--- config.mk ---
export PLATFORM = sky130hd
export DESIGN_NAME = rpa_ctrl
export DESIGN_NICKNAME = d
export VERILOG_FILES = /design/src/sv/rpa_pkg.sv /design/src/sv/rpa_ctrl.sv
export SDC_FILE = /design/constraint.sdc
export NUM_CORES = 1
export LEC_CHECK = 0
export ABC_AREA = 1
export BUFFER_PORTS_ARGS = -buffer_cell sky130_fd_sc_hd__buf_2
export CAP_MARGIN = 30
export CORE_AREA = 2 2 39 41
export DETAILED_ROUTE_END_ITERATION = 6
export DIE_AREA = 0 0 41 43
export PLACE_DENSITY = 0.36
export SYNTH_ARGS = -nofsm -noshare
export SYNTH_HDL_FRONTEND = slang
export SYNTH_SLANG_ARGS = --single-unit
export TNS_END_PERCENT = 5
--- constraint.sdc ---
create_clock -name i_clk -period 1.45 [get_ports i_clk]
set_input_delay 0.3625 -clock i_clk [delete_from_list [all_inputs] [get_ports i_clk]]
set_output_delay 0.3625 -clock i_clk [all_outputs]
set_load 0.02 [all_outputs]
--- src/sv/rpa_pkg.sv ---
// ----------------------------------------------------------------------------
// rpa_pkg
// Shared types and constants for the reference-counted page allocator.
// ----------------------------------------------------------------------------
package rpa_pkg;

    localparam int ADDR_W    = 40;
    localparam int OP_W      = 2;
    localparam int STAT_W    = 2;
    localparam int CNT_OUT_W = 16;
    localparam int S_TDATA_W = 40;
    localparam int M_TDATA_W = 64;
    localparam int CFG_IDX_W = 1;

    // Register map of the configuration channel
    localparam logic [CFG_IDX_W-1:0] CFG_REGION_BASE = 1'd0;
    localparam logic [CFG_IDX_W-1:0] CFG_REGION_TOP  = 1'd1;

    localparam logic [ADDR_W-1:0] REGION_BASE_RST = 40'h00_8000_0000;
    localparam logic [ADDR_W-1:0] REGION_TOP_RST  = 40'h00_8800_0000;

    // Result status codes
    localparam logic [STAT_W-1:0] STAT_OK       = 2'd0;
    localparam logic [STAT_W-1:0] STAT_OOM      = 2'd1;
    localparam logic [STAT_W-1:0] STAT_BAD_ADDR = 2'd2;
    localparam logic [STAT_W-1:0] STAT_CNT_ERR  = 2'd3;

    typedef enum logic [OP_W-1:0] {
        OP_ALLOC  = 2'd0,
        OP_INCREF = 2'd1,
        OP_DECREF = 2'd2,
        OP_INIT   = 2'd3
    } t_opcode;

    // Controller to datapath
    typedef struct packed {
        logic accept;   // input transfer: latch item, launch memory reads
        logic sweep;    // clear one count entry and seed one stack entry
        logic exec;     // write back and load the result register
    } t_cmd;

    // Datapath to controller
    typedef struct packed {
        t_opcode in_op;
        logic    sweep_last;
    } t_sts;

endpackage

--- src/sv/rpa_ctrl.sv ---
// ----------------------------------------------------------------------------
// rpa_ctrl
// Sequencer: clear pass after reset, input transfer, init fill, write back.
// ----------------------------------------------------------------------------
module rpa_ctrl (
    input  logic          i_clk,
    input  logic          i_rst_n,
    input  logic          i_s_tvalid,
    output logic          o_s_tready,
    output logic          o_m_tvalid,
    input  logic          i_m_tready,
    output rpa_pkg::t_cmd o_cmd,
    input  rpa_pkg::t_sts i_sts
);
    import rpa_pkg::*;

    typedef enum logic [1:0] {
        S_CLEAR,
        S_IDLE,
        S_FILL,
        S_EXEC
    } t_state;

    t_state r_state;
    t_state n_state;
    logic   r_m_valid;
    logic   w_accept;
    logic   w_out_free;

    assign o_s_tready = (r_state == S_IDLE);
    assign w_accept   = i_s_tvalid && o_s_tready;
    // result register can take a new result
    assign w_out_free = !r_m_valid || i_m_tready;

    assign o_cmd.accept = w_accept;
    assign o_cmd.sweep  = (r_state == S_CLEAR) || (r_state == S_FILL);
    assign o_cmd.exec   = (r_state == S_EXEC) && w_out_free;
    assign o_m_tvalid   = r_m_valid;

    always_comb begin
        n_state = r_state;
        unique case (r_state)
            S_CLEAR: begin
                if (i_sts.sweep_last) begin
                    n_state = S_IDLE;
                end
            end
            S_IDLE: begin
                if (w_accept) begin
                    n_state = (i_sts.in_op == OP_INIT) ? S_FILL : S_EXEC;
                end
            end
            S_FILL: begin
                if (i_sts.sweep_last) begin
                    n_state = S_EXEC;
                end
            end
            S_EXEC: begin
                if (w_out_free) begin
                    n_state = S_IDLE;
                end
            end
            default: n_state = S_CLEAR;
        endcase
    end

    always_ff @(posedge i_clk) begin
        if (!i_rst_n) begin
            r_state   <= S_CLEAR;
            r_m_valid <= 1'b0;
        end else begin
            r_state <= n_state;
            if (o_cmd.exec) begin
                r_m_valid <= 1'b1;
            end else if (i_m_tready) begin
                r_m_valid <= 1'b0;
            end
        end
    end

    a_exec_shows_result: assert property (@(posedge i_clk) disable iff (!i_rst_n)
        o_cmd.exec |=> o_m_tvalid)
        else $error("result not presented after write back");

    a_no_accept_in_sweep: assert property (@(posedge i_clk) disable iff (!i_rst_n)
        !(o_cmd.accept && o_cmd.sweep))
        else $error("input transfer during sweep");

    a_one_item_at_a_time: assert property (@(posedge i_clk) disable iff (!i_rst_n)
        o_cmd.accept |=> !o_s_tready)
        else $error("second item taken while one is in flight");

endmodule

* Word-level counts from Yosys, hierarchy flattened *
Cells that the tools add are included.

cells by class
  equal/unequal tests = 8
  multiplexer cells = 8
  reduce and logical (&&, ||, !) cells = 8

operators by type and width
  cell                count
  $mux 2              4
  $pmux 2 s4          1
  $eq 2x2->1 const B  3
  $ne 2x2->1 const B  3
  $reduce_and 4->1    1
  $mux 1              3
  $eq 2x1->1 const B  1
  $logic_and 1x1->1   2
  $logic_not 2->1     1
  $logic_or 1x1->1    2
  $ne 2x1->1 const B  1
  $reduce_bool 2->1   1
  $logic_not 1->1     1

word-level totals
  flip-flop bits (word level) = 3
  input bits = 7
  output and inout bits = 5
  logic and storage cells = 26

* Longest topological paths before layout *
Gate-level depths: netlist of the first run.

  depth after elaboration = 4
  depth in mapped cells = 7
  depth with buffers taken out = 7

* Least setup slack after synthesis of the first run *
OpenSTA, ideal clock, no wires.

  path type = register to output
  start = register r_state[1]
  end = output o_cmd[2] (netlist name)
  data arrival time = 961 ps
  data required time = 1,087 ps
  slack = 127 ps
  cell stages (with the launch flop) = 6
  buffers on the path = 1
  path through = dfxtp_1 -> inv_1 -> ha_1 -> nand2_1 -> inv_1 -> buf_4

between the ends
  longest elaborated chain between the ends = 2

ends and longest elaborated chain
  what                    RTL line        source
  from (decl)             rpa_ctrl.sv:24  t_state r_state;
  from (signal assigned)  rpa_ctrl.sv:72  r_state <= n_state;
  $eq 2x1->1              rpa_ctrl.sv:30  assign o_s_tready = (r_state == S_IDLE);
  named net o_s_tready    rpa_ctrl.sv:9   output logic o_s_tready,
  $logic_and 1x1->1       rpa_ctrl.sv:31  assign w_accept = i_s_tvalid && o_s_tready;
  to (decl)               rpa_ctrl.sv:12  output rpa_pkg::t_cmd o_cmd,

The timed path passes the listed nets, and every way through them passes these cells.

==> metrics.yaml, run 1 <==
worst_setup_path:
  path_buf_inv: 2
  crit_required_ps: 1090
  crit_family: "flip-flops"
  cp-end-kind: "primary output"
  criticalPathCategory: "register to primary output"
  worstPathCellList: "inv_4 -> ha_4 -> or2_1 -> buf_6"
  crit_slowest_cell: "dfxtp_4"
  max_stage_delay_ps: 390
  worst-path-max-fanout: 4
  critPathArrivalTime_ps: 1160
  start_kind: "register"
floorplanning:
  die-area_um2: 1760
  start_util: 0.180
  ios: 12
  die_y_um: 43
  core-area_um2: 1380
  die_x_um: 41
  placement_rows: 14
placed_design:
  hpwl_um: 419
  portBuffers: 11
  gp_congestion: 0.713
  pre_cts_slack_ps: 99.9
clock_tree:
  cts_tree: "built"
  cts_max_path_buffers: 2
  root_buffer: "clkbuf_4"
  cts_buffers: 3
  clk_pin_slew_ps: 40
  insertion_delay_ps: 230
  htree_levels: 1
  cts_sinks: 3
detailed_routing:
  drt_iter0_markers: 1
  route.detailed.drc: 0
  routedWlPerCell_um: 8.99
  viasPerCell: 3.80
  wirelength_um: 620
  drt.antenna.violating_nets: 0
  firstDrtPassIters: 2
  via_count: 262
sta:
  tightest_slew_ps: 153
  clock_skew_ps: 1.42
  rsz0062_at_grt: "true"
  finalSetupViolations: 3
  min_period_ps: 1520
  slew_headroom: 0.898
  final.setup.worst_slack_ps: -74.8
  hold_viol_final: 0
  min_period_over_period: 1.05
  drv_slew: 0
  fmaxAchievable_mhz: 656
finish:
  n_fill_cell: 161
  drive_gt1_frac: 0.547
  fin_util: 0.314
  syn_to_final_growth_pct: 74.4
  final_nets: 66
  antenna_cells: 0
synthesis:
  syn_area_um2: 249
  synth_top_area_share: 0.251
  yosys_warnings: 0
  syn_area_per_cell_um2: 6.92
  synth_cell_type_count: 13
  synthArstFlopShare: 0
  synth_fa_ha_area_frac: 0.251
  yosysSeqAreaShare: 0.241
  synth_top_cell_by_area: "ha_1"
  synthTopCellsByArea: "ha_1 (25%), dfxtp_1 (24%), nand2_1 (14%)"
  postSynthCellCount: 36
  synth_enable_flop_cells: 0
  synthSimpleGateAreaFrac: 0.281
  synth_most_common_cell: "nand2_1"
  synth_top_family_by_area: "simple AND/OR/NAND/NOR gates"
  synth_nets: 48
  synth_compound_area_frac: 0.0905
  synth_mux_area_frac: 0
  ys.flop_type: "dfxtp_1"
  synth_xor_area_frac: 0
  ys_top_cells_by_count: "nand2_1 (9), inv_1 (6), ha_1 (5)"
  ys_ff_latch: 3
pwr:
  leakage_nw: 0.221
  p_per_area_nw_per_um2: 1870
  ir_drop_v: 0.000317
global_route:
  antenna_found_initial: 0
  grt_pass1_wl_um: 924
  grt_usage: 0.0832
  grt_max_degree: 5
  grt_pass1_vias: 243
  gr-total-overflow: 0
status:
  status: "finished, violations left"
  violations: "setup timing"
worst_hold_path:
  hold_class: "input port to register"
run:
  max_cap_viol_count: 0
==> final cells by class <==
type | instances | area [um^2] | share of cell area
clock buffer | 4 | 26.3 | 0.0605
timing repair buffer | 14 | 92.6 | 0.213
inverter | 7 | 31.3 | 0.0720
sequential | 3 | 65.1 | 0.150
tap | 16 | 20.0 | 0.0461
multi-input combinational | 25 | 199 | 0.458
==> worst register-to-register path, cell delays in order (launching register included) <==
cell and delay, ps:
dfxtp_4 390, inv_4 60, ha_4 150, o21ai_1 140, nand3_2 120, nand2_1 70
nand2_1 50, nor2_1 80
==> path summary, 6_finish.rpt <==
check                  start          to  slack (ps)  depth (start not counted)
setup reg to reg  r_state[1]  r_state[1]         330                          7
setup / recovery  r_state[1]    o_cmd[1]         -70                          4
hold reg to reg   o_m_tvalid  o_m_tvalid         510                          2
hold / removal       i_rst_n  r_state[0]         370                          3
==> metrics by stage <==
stage | TNS (ps) | instance area, um^2 | power (mW) | instances | hold slack [ps]
floorplan | 0 | 249 | 0.397 | 36 | 483
global placement | 0 | 324 | 0.506 | 63 | 496
detailed placement | 0 | 324 | 0.495 | 63 | 480
CTS | -153 | 400 | 0.757 | 67 | 368
global route | -368 | 434 | 0.897 | 69 | 380
finish | -134 | 434 | 0.811 | 69 | 375
==> where the power goes <==
part	total, mW	switching (mW)	internal, mW
registers	0.167	0.0462	0.120
logic	0.500	0.260	0.241
clock network	0.144	0.0407	0.103
==> cell families (layout without fill, tap and decap cells) <==
kind of cell | after synthesis | count (layout)
AO/OA/AOI/OAI | 4 | 4
buffers and inverters | 8 | 25
AND/OR/NAND/NOR | 16 | 16
adder cells (fa/ha/maj) | 5 | 5
flip-flops | 3 | 3
==> repair_timing <==
item | 4_1_cts | 5_1_grt
cloned | 0 | 0
pin swaps | 1 | 1
buffers inserted | 0 | 2
hold buffers | 0 | 0
gates resized for setup | 16 | 5
setup endpoints to repair | 4 | 3
==> placed cells by master (no fill, tap or decap), drive strengths merged <==
cell    instances
a21oi           2
nand2           9
dfxtp           3
or2             1
o21ai           1
nor2            4
a21boi          1
inv             7
clkbuf          4
buf            14
nand3           2
ha              5
==> state kept, by name, summed over array words and instances (netlist names) <==
signal / flops
r_state: 2
o_m_tvalid: 1
==> metal layers <==
metal | wire length, um | vias up | global-route usage
met2 | 372 | 6 | 0.131
met1 | 222 | 115 | 0.0735
met4 | 0 | 0 | 0.0600
met3 | 25 | 0 | 0.0471
met5 | 0 | - | 0
li1 | - | 141 | -
Note: power is estimated with default switching activity, not from simulation.
==> inputs of run 2 (changes only) <==
==> constraint.sdc (replaced) <==
create_clock -name i_clk -period 1.45 [get_ports i_clk]
set_input_delay 0.3625 -clock i_clk [delete_from_list [all_inputs] [get_ports i_clk]]
set_output_delay 0.3625 -clock i_clk [all_outputs]
set_load 0.01 [all_outputs]
==> metrics.yaml, run 2 (same netlist as run 1, synthesis figures left out) <==
pwr:
  switching_share: 0.397  # -0.0310
  clockPowerShare: 0.200  # +0.023
  p_int_mw: 0.440  # -5.2%
  p_comb_frac: 0.570  # -0.047
  leakage_nw: 0.223  # +1.3%
  p_per_area_nw_per_um2: 1770  # -5.4%
  seq_power_share: 0.230  # +0.024
  ir_drop_v: 0.000428  # +35%
  switchingPower_mw: 0.289  # -17%
floorplanning:
  core-area_um2: 1380  # unchanged
  start_util: 0.180  # unchanged
  die_x_um: 41  # unchanged
  die-area_um2: 1760  # unchanged
  die_y_um: 43  # unchanged
  placement_rows: 14  # unchanged
  ios: 12  # unchanged
status:
  status: "finished, violations left"
  violations: "setup timing"
clock_tree:
  cts_hold_buf: 0  # unchanged
  insertion_delay_ps: 230  # about the same
  cts_tree: "built"
  clk_pin_slew_ps: 40  # about the same
  cts_max_path_buffers: 2  # unchanged
  root_buffer: "clkbuf_4"
  cts_buffers: 3  # unchanged
  htree_levels: 1  # unchanged
  cts_sinks: 3  # unchanged
worst_setup_path:
  criticalPathCategory: "register to primary output"
  path_buf_inv: 2  # unchanged
  cp-startpoint: "r_state[1]"
  worst-path-max-fanout: 4  # unchanged
  cp-end-kind: "primary output"
  worstPathCellList: "inv_4 -> ha_4 -> or2_1 -> buf_2"
  critPathArrivalTime_ps: 1130  # -30 ps
  crit_family: "flip-flops"
  max_stage_delay_ps: 380  # about the same
  crit_slowest_cell: "dfxtp_4"
  r2r_start: "r_state[0]"
  crit_required_ps: 1090  # about the same
  start_kind: "register"
finish:
  finalInstanceArea_um2: 413  # -4.9%
  final_nets: 67  # +1.5%
  n_fill_cell: 158  # -1.9%
  largest_register_ffs: 2  # unchanged
  mostFrequentLayoutCells: "buf_2 (11), nand2_1 (9), inv_1 (4), nor2_1 (4), buf_4 (4)"
  syn_to_final_growth_pct: 65.8
  final_common_cell: "buf_2"
  largest_register: "r_state"
  antenna_cells: 0  # unchanged
  drive_gt1_frac: 0.500  # -0.0472
sta:
  drv_slew: 0  # unchanged
  hold_viol_final: 0  # unchanged
  holdWs_ps: 372  # -2.79 ps
  rsz0062_at_grt: "true"
  tightest_slew_ps: 144  # -9.36 ps
  clock_skew_ps: 1.21  # -0.215 ps
  fmaxAchievable_mhz: 669  # +2.0%
  final.setup.worst_slack_ps: -45.1  # +29.7 ps
  min_period_over_period: 1.03  # -0.0205
  finalSetupViolations: 3  # unchanged
  slew_headroom: 0.903  # +0.00574
  min_period_ps: 1500  # -29.7 ps
placed_design:
  hpwl_um: 406  # -3.0%
  dpl_cell_area_um2: 317  # -2.3%
  portBuffers: 11  # unchanged
  gp_congestion: 0.730  # +2.4%
  pre_cts_slack_ps: 58.2  # -41.7 ps
detailed_routing:
  viasPerCell: 3.86  # +1.6%
  drt.antenna.violating_nets: 0  # unchanged
  routedWlPerCell_um: 7.59  # -16%
  drt_iter0_markers: 3  # +2
  route.detailed.drc: 0  # unchanged
  via_count: 270  # +3.1%
  wirelength_um: 531  # -14%
  firstDrtPassIters: 2  # unchanged
worst_hold_path:
  hold_start: "i_rst_n"
  hold_class: "input port to register"
global_route:
  grt_max_degree: 5  # unchanged
  grt_pass1_vias: 216  # -11%
  grt_pass1_wl_um: 772  # -16%
  grt_usage: 0.0663  # -0.0169
  gr-total-overflow: 0  # unchanged
  antenna_found_initial: 0  # unchanged
run:
  max_cap_viol_count: 0  # unchanged
run 2: changes by cell type in the layout (fill, tap and decap cells not counted), sizes merged:
| cell | before | now |
|---|---|---|
| buf | 14 | 15 |
run 2: metal layers:
| metal | up-vias | track usage | share of wire |
|---|---|---|---|
| li1 | 144 | - | - |
| met1 | 120 | 0.0740 | 0.41 |
| met2 | 6 | 0.0969 | 0.55 |
| met3 | 0 | 0.0157 | 0.040 |
| met4 | 0 | 0.0600 | 0 |
| met5 | - | 0 | 0 |
run 2: worst register-to-register path: stages, from the launching register on:
cell and delay, ps:
dfxtp_4 360, inv_4 50, buf_4 120, buf_4 120, ha_1 190, a21oi_1 110, nand2_1 60, nor2_1 90
nor2_1 50
run 2: timing repair:
item,CTS,global route
cloned,0,0
gates resized for setup,11,2
pin swaps,1,0
endpoints found under the setup margin,4,3
buffers inserted,3,1
run 2: final cells by class:
cell class,count,area (um^2),area share
Sequential cell,3,67.6,0.164
Inverter,7,31.3,0.0758
Multi-Input combinational cell,25,183,0.442
Clock buffer,4,26.3,0.0636
Timing Repair Buffer,15,85.1,0.206
Tap cell,16,20.0,0.0485
run 2: worst paths after layout:
check / end / slack, ps / cells after the start
worst max register to register: r_state[0] / 200 / 8
worst min register to register: o_m_tvalid / 490 / 2
worst max-delay path: o_cmd[1] / -50 / 4
worst min-delay path: r_state[0] / 370 / 3
run 2: metrics by stage:
| stage | cells | utilization | setup TNS (ps) | power [mW] |
|---|---|---|---|---|
| after floorplan | 36 | - | 0 | 0.358 |
| after global placement | 62 | 0.229 | 0 | 0.453 |
| after detailed placement | 62 | 0.229 | 0 | 0.442 |
| after CTS | 69 | 0.289 | -98.7 | 0.715 |
| after global routing | 70 | 0.298 | -247 | 0.805 |
| final | 70 | 0.298 | -75.8 | 0.729 |
run 2: power groups by stage:
stage	clock network, mW	registers (mW)	logic (mW)
finish	0.146	0.168	0.416
global route	0.157	0.173	0.476
CTS	0.153	0.158	0.403
detailed placement	0	0.139	0.303
global placement	0	0.139	0.314
floorplan	0	0.135	0.224
==> inputs of run 3 (changes only) <==
--- a/config.mk
+++ b/config.mk
@@ -12,6 +12,7 @@
 export DETAILED_ROUTE_END_ITERATION = 6
 export DIE_AREA = 0 0 41 43
 export PLACE_DENSITY = 0.36
+export REMOVE_ABC_BUFFERS = 1
 export SYNTH_ARGS = -nofsm -noshare
 export SYNTH_HDL_FRONTEND = slang
 export SYNTH_SLANG_ARGS = --single-unit
==> metrics.yaml, run 3 (same netlist as run 1, synthesis figures left out) <==
pwr:
  power_mw: 0.708  # -2.8%
  p_per_area_nw_per_um2: 1740  # -1.6%
  ir_drop_v: 0.000591  # +38%
  leakage_nw: 0.213  # -4.7%
finish:
  largest_register: "r_state"
  mostFrequentLayoutCells: "buf_2 (11), nand2_1 (9), nor2_1 (4), inv_1 (3), clkbuf_4 (3)"
  multi_input_comb_area_um2: 189  # +3.4%
  n_fill_cell: 154  # -2.5%
  antenna_cells: 0  # unchanged
  seqCellArea_um2: 67.6  # unchanged
  final_nets: 65  # -3.0%
  drive_gt1_frac: 0.538  # +0.0385
  largest_register_ffs: 2  # unchanged
  syn_to_final_growth_pct: 63.8
  final_common_cell: "buf_2"
  finalInstanceArea_um2: 408  # -1.2%
clock_tree:
  cts_hold_buf: 0  # unchanged
  cts_tree: "built"
  htree_levels: 1  # unchanged
  cts_sinks: 3  # unchanged
  cts_max_path_buffers: 2  # unchanged
  clk_pin_slew_ps: 40  # about the same
  cts_buffers: 3  # unchanged
  root_buffer: "clkbuf_4"
  insertion_delay_ps: 230  # about the same
placed_design:
  portBuffers: 11  # unchanged
  dpl_cell_area_um2: 317  # unchanged
  pre_cts_slack_ps: 70.8  # +12.5 ps
  gp_congestion: 0.628  # -14%
  hpwl_um: 432  # +6.3%
detailed_routing:
  viasPerCell: 3.75  # -2.8%
  wirelength_um: 540  # +1.7%
  drt.antenna.violating_nets: 0  # unchanged
  routedWlPerCell_um: 7.94  # +4.7%
  route.detailed.drc: 0  # unchanged
  drt_iter0_markers: 4  # +1
  firstDrtPassIters: 3  # +1
  via_count: 255  # -5.6%
worst_hold_path:
  hold_class: "input port to register"
floorplanning:
  die-area_um2: 1760  # unchanged
  die_x_um: 41  # unchanged
  die_y_um: 43  # unchanged
  core-area_um2: 1380  # unchanged
  ios: 12  # unchanged
  placement_rows: 14  # unchanged
  start_util: 0.180  # unchanged
sta:
  min_period_ps: 1500  # +2.59 ps
  hold_viol_final: 0  # unchanged
  finalSetupViolations: 3  # unchanged
  min_period_over_period: 1.03  # +0.00179
  rsz0062_at_grt: "true"
  fmaxAchievable_mhz: 668  # -0.17%
  fin_setup_tns_ps: -75.2  # +0.635 ps
  tightest_slew_ps: 140  # -3.66 ps
  slew_headroom: 0.906  # +0.00246
  clock_skew_ps: 2.03  # +0.825 ps
  final.setup.worst_slack_ps: -47.7  # -2.59 ps
  drv_slew: 0  # unchanged
status:
  violations: "setup timing"
  status: "finished, violations left"
run:
  max_cap_viol_count: 0  # unchanged
global_route:
  grt_usage: 0.0772  # +0.0109
  grt_pass1_vias: 237  # +9.7%
  grt_pass1_wl_um: 890  # +15%
  grt_max_degree: 5  # unchanged
  gr-total-overflow: 0  # unchanged
  antenna_found_initial: 0  # unchanged
worst_setup_path:
  crit_required_ps: 1090  # about the same
  max_stage_delay_ps: 350  # -30 ps
  worstPathCellList: "inv_4 -> ha_4 -> or2_1 -> buf_2"
  criticalPathCategory: "register to primary output"
  cp-end-kind: "primary output"
  crit_slowest_cell: "dfxtp_4"
  critPathArrivalTime_ps: 1140  # about the same
  worst-path-max-fanout: 4  # unchanged
  start_kind: "register"
[run 3: cell types whose count changed in the layout (fill, tap and decap cells not counted), sizes merged]
cell	previous run	this run
buf	15	13
[run 3: per-stage QoR]
| stage | hold slack [ps] | cells | utilization |
|---|---|---|---|
| 2_1_floorplan | 483 | 35 | - |
| 3_3_place_gp | 489 | 62 | 0.229 |
| 3_5_place_dp | 481 | 62 | 0.229 |
| 4_1_cts | 371 | 68 | 0.282 |
| 5_1_grt | 374 | 68 | 0.295 |
| 6_report | 379 | 68 | 0.295 |
[run 3: layout make-up]
type	count	area share
tap	16	0.0491
sequential	3	0.166
timing repair buffer	13	0.181
multi-input combinational	25	0.463
clock buffer	4	0.0644
inverter	7	0.0767
[run 3: critical path, delay by kind of cell (launching register included)]
kind          cells  cell delay [ps]
simple gates      1              210
buf+inv           2              190
flops             1              350
fa+ha+maj         1              150
[run 3: per-layer routing]
layer / global-route usage / vias to the layer above / share of wire
met4: 0.0400 / 0 / 0
met2: 0.113 / 8 / 0.51
met5: 0 / - / 0
met3: 0.0628 / 0 / 0.067
met1: 0.0735 / 107 / 0.42
li1: - / 140 / -
[run 3: path summary, 6_finish.rpt]
path | startpoint | depth (start not counted) | slack, ps | to
worst max-delay path | r_state[0] | 4 | -50 | o_cmd[1]
worst min-delay path | i_rst_n | 3 | 380 | r_state[1]
worst max register to register | r_state[0] | 7 | 320 | r_state[0]
worst min register to register | o_m_tvalid | 2 | 510 | o_m_tvalid
[run 3: what timing repair did]
item | 4_1_cts | 5_1_grt
setup endpoints to repair | 4 | 3
resized for setup | 10 | 7
buffers inserted | 2 | 0
[run 3: report_power, final]
group	switching (mW)	internal, mW	total [mW]	leakage (nW)
sequential	0.0403	0.125	0.165	0.0259
combinational	0.205	0.194	0.399	0.172
clock	0.0411	0.103	0.144	0.0150
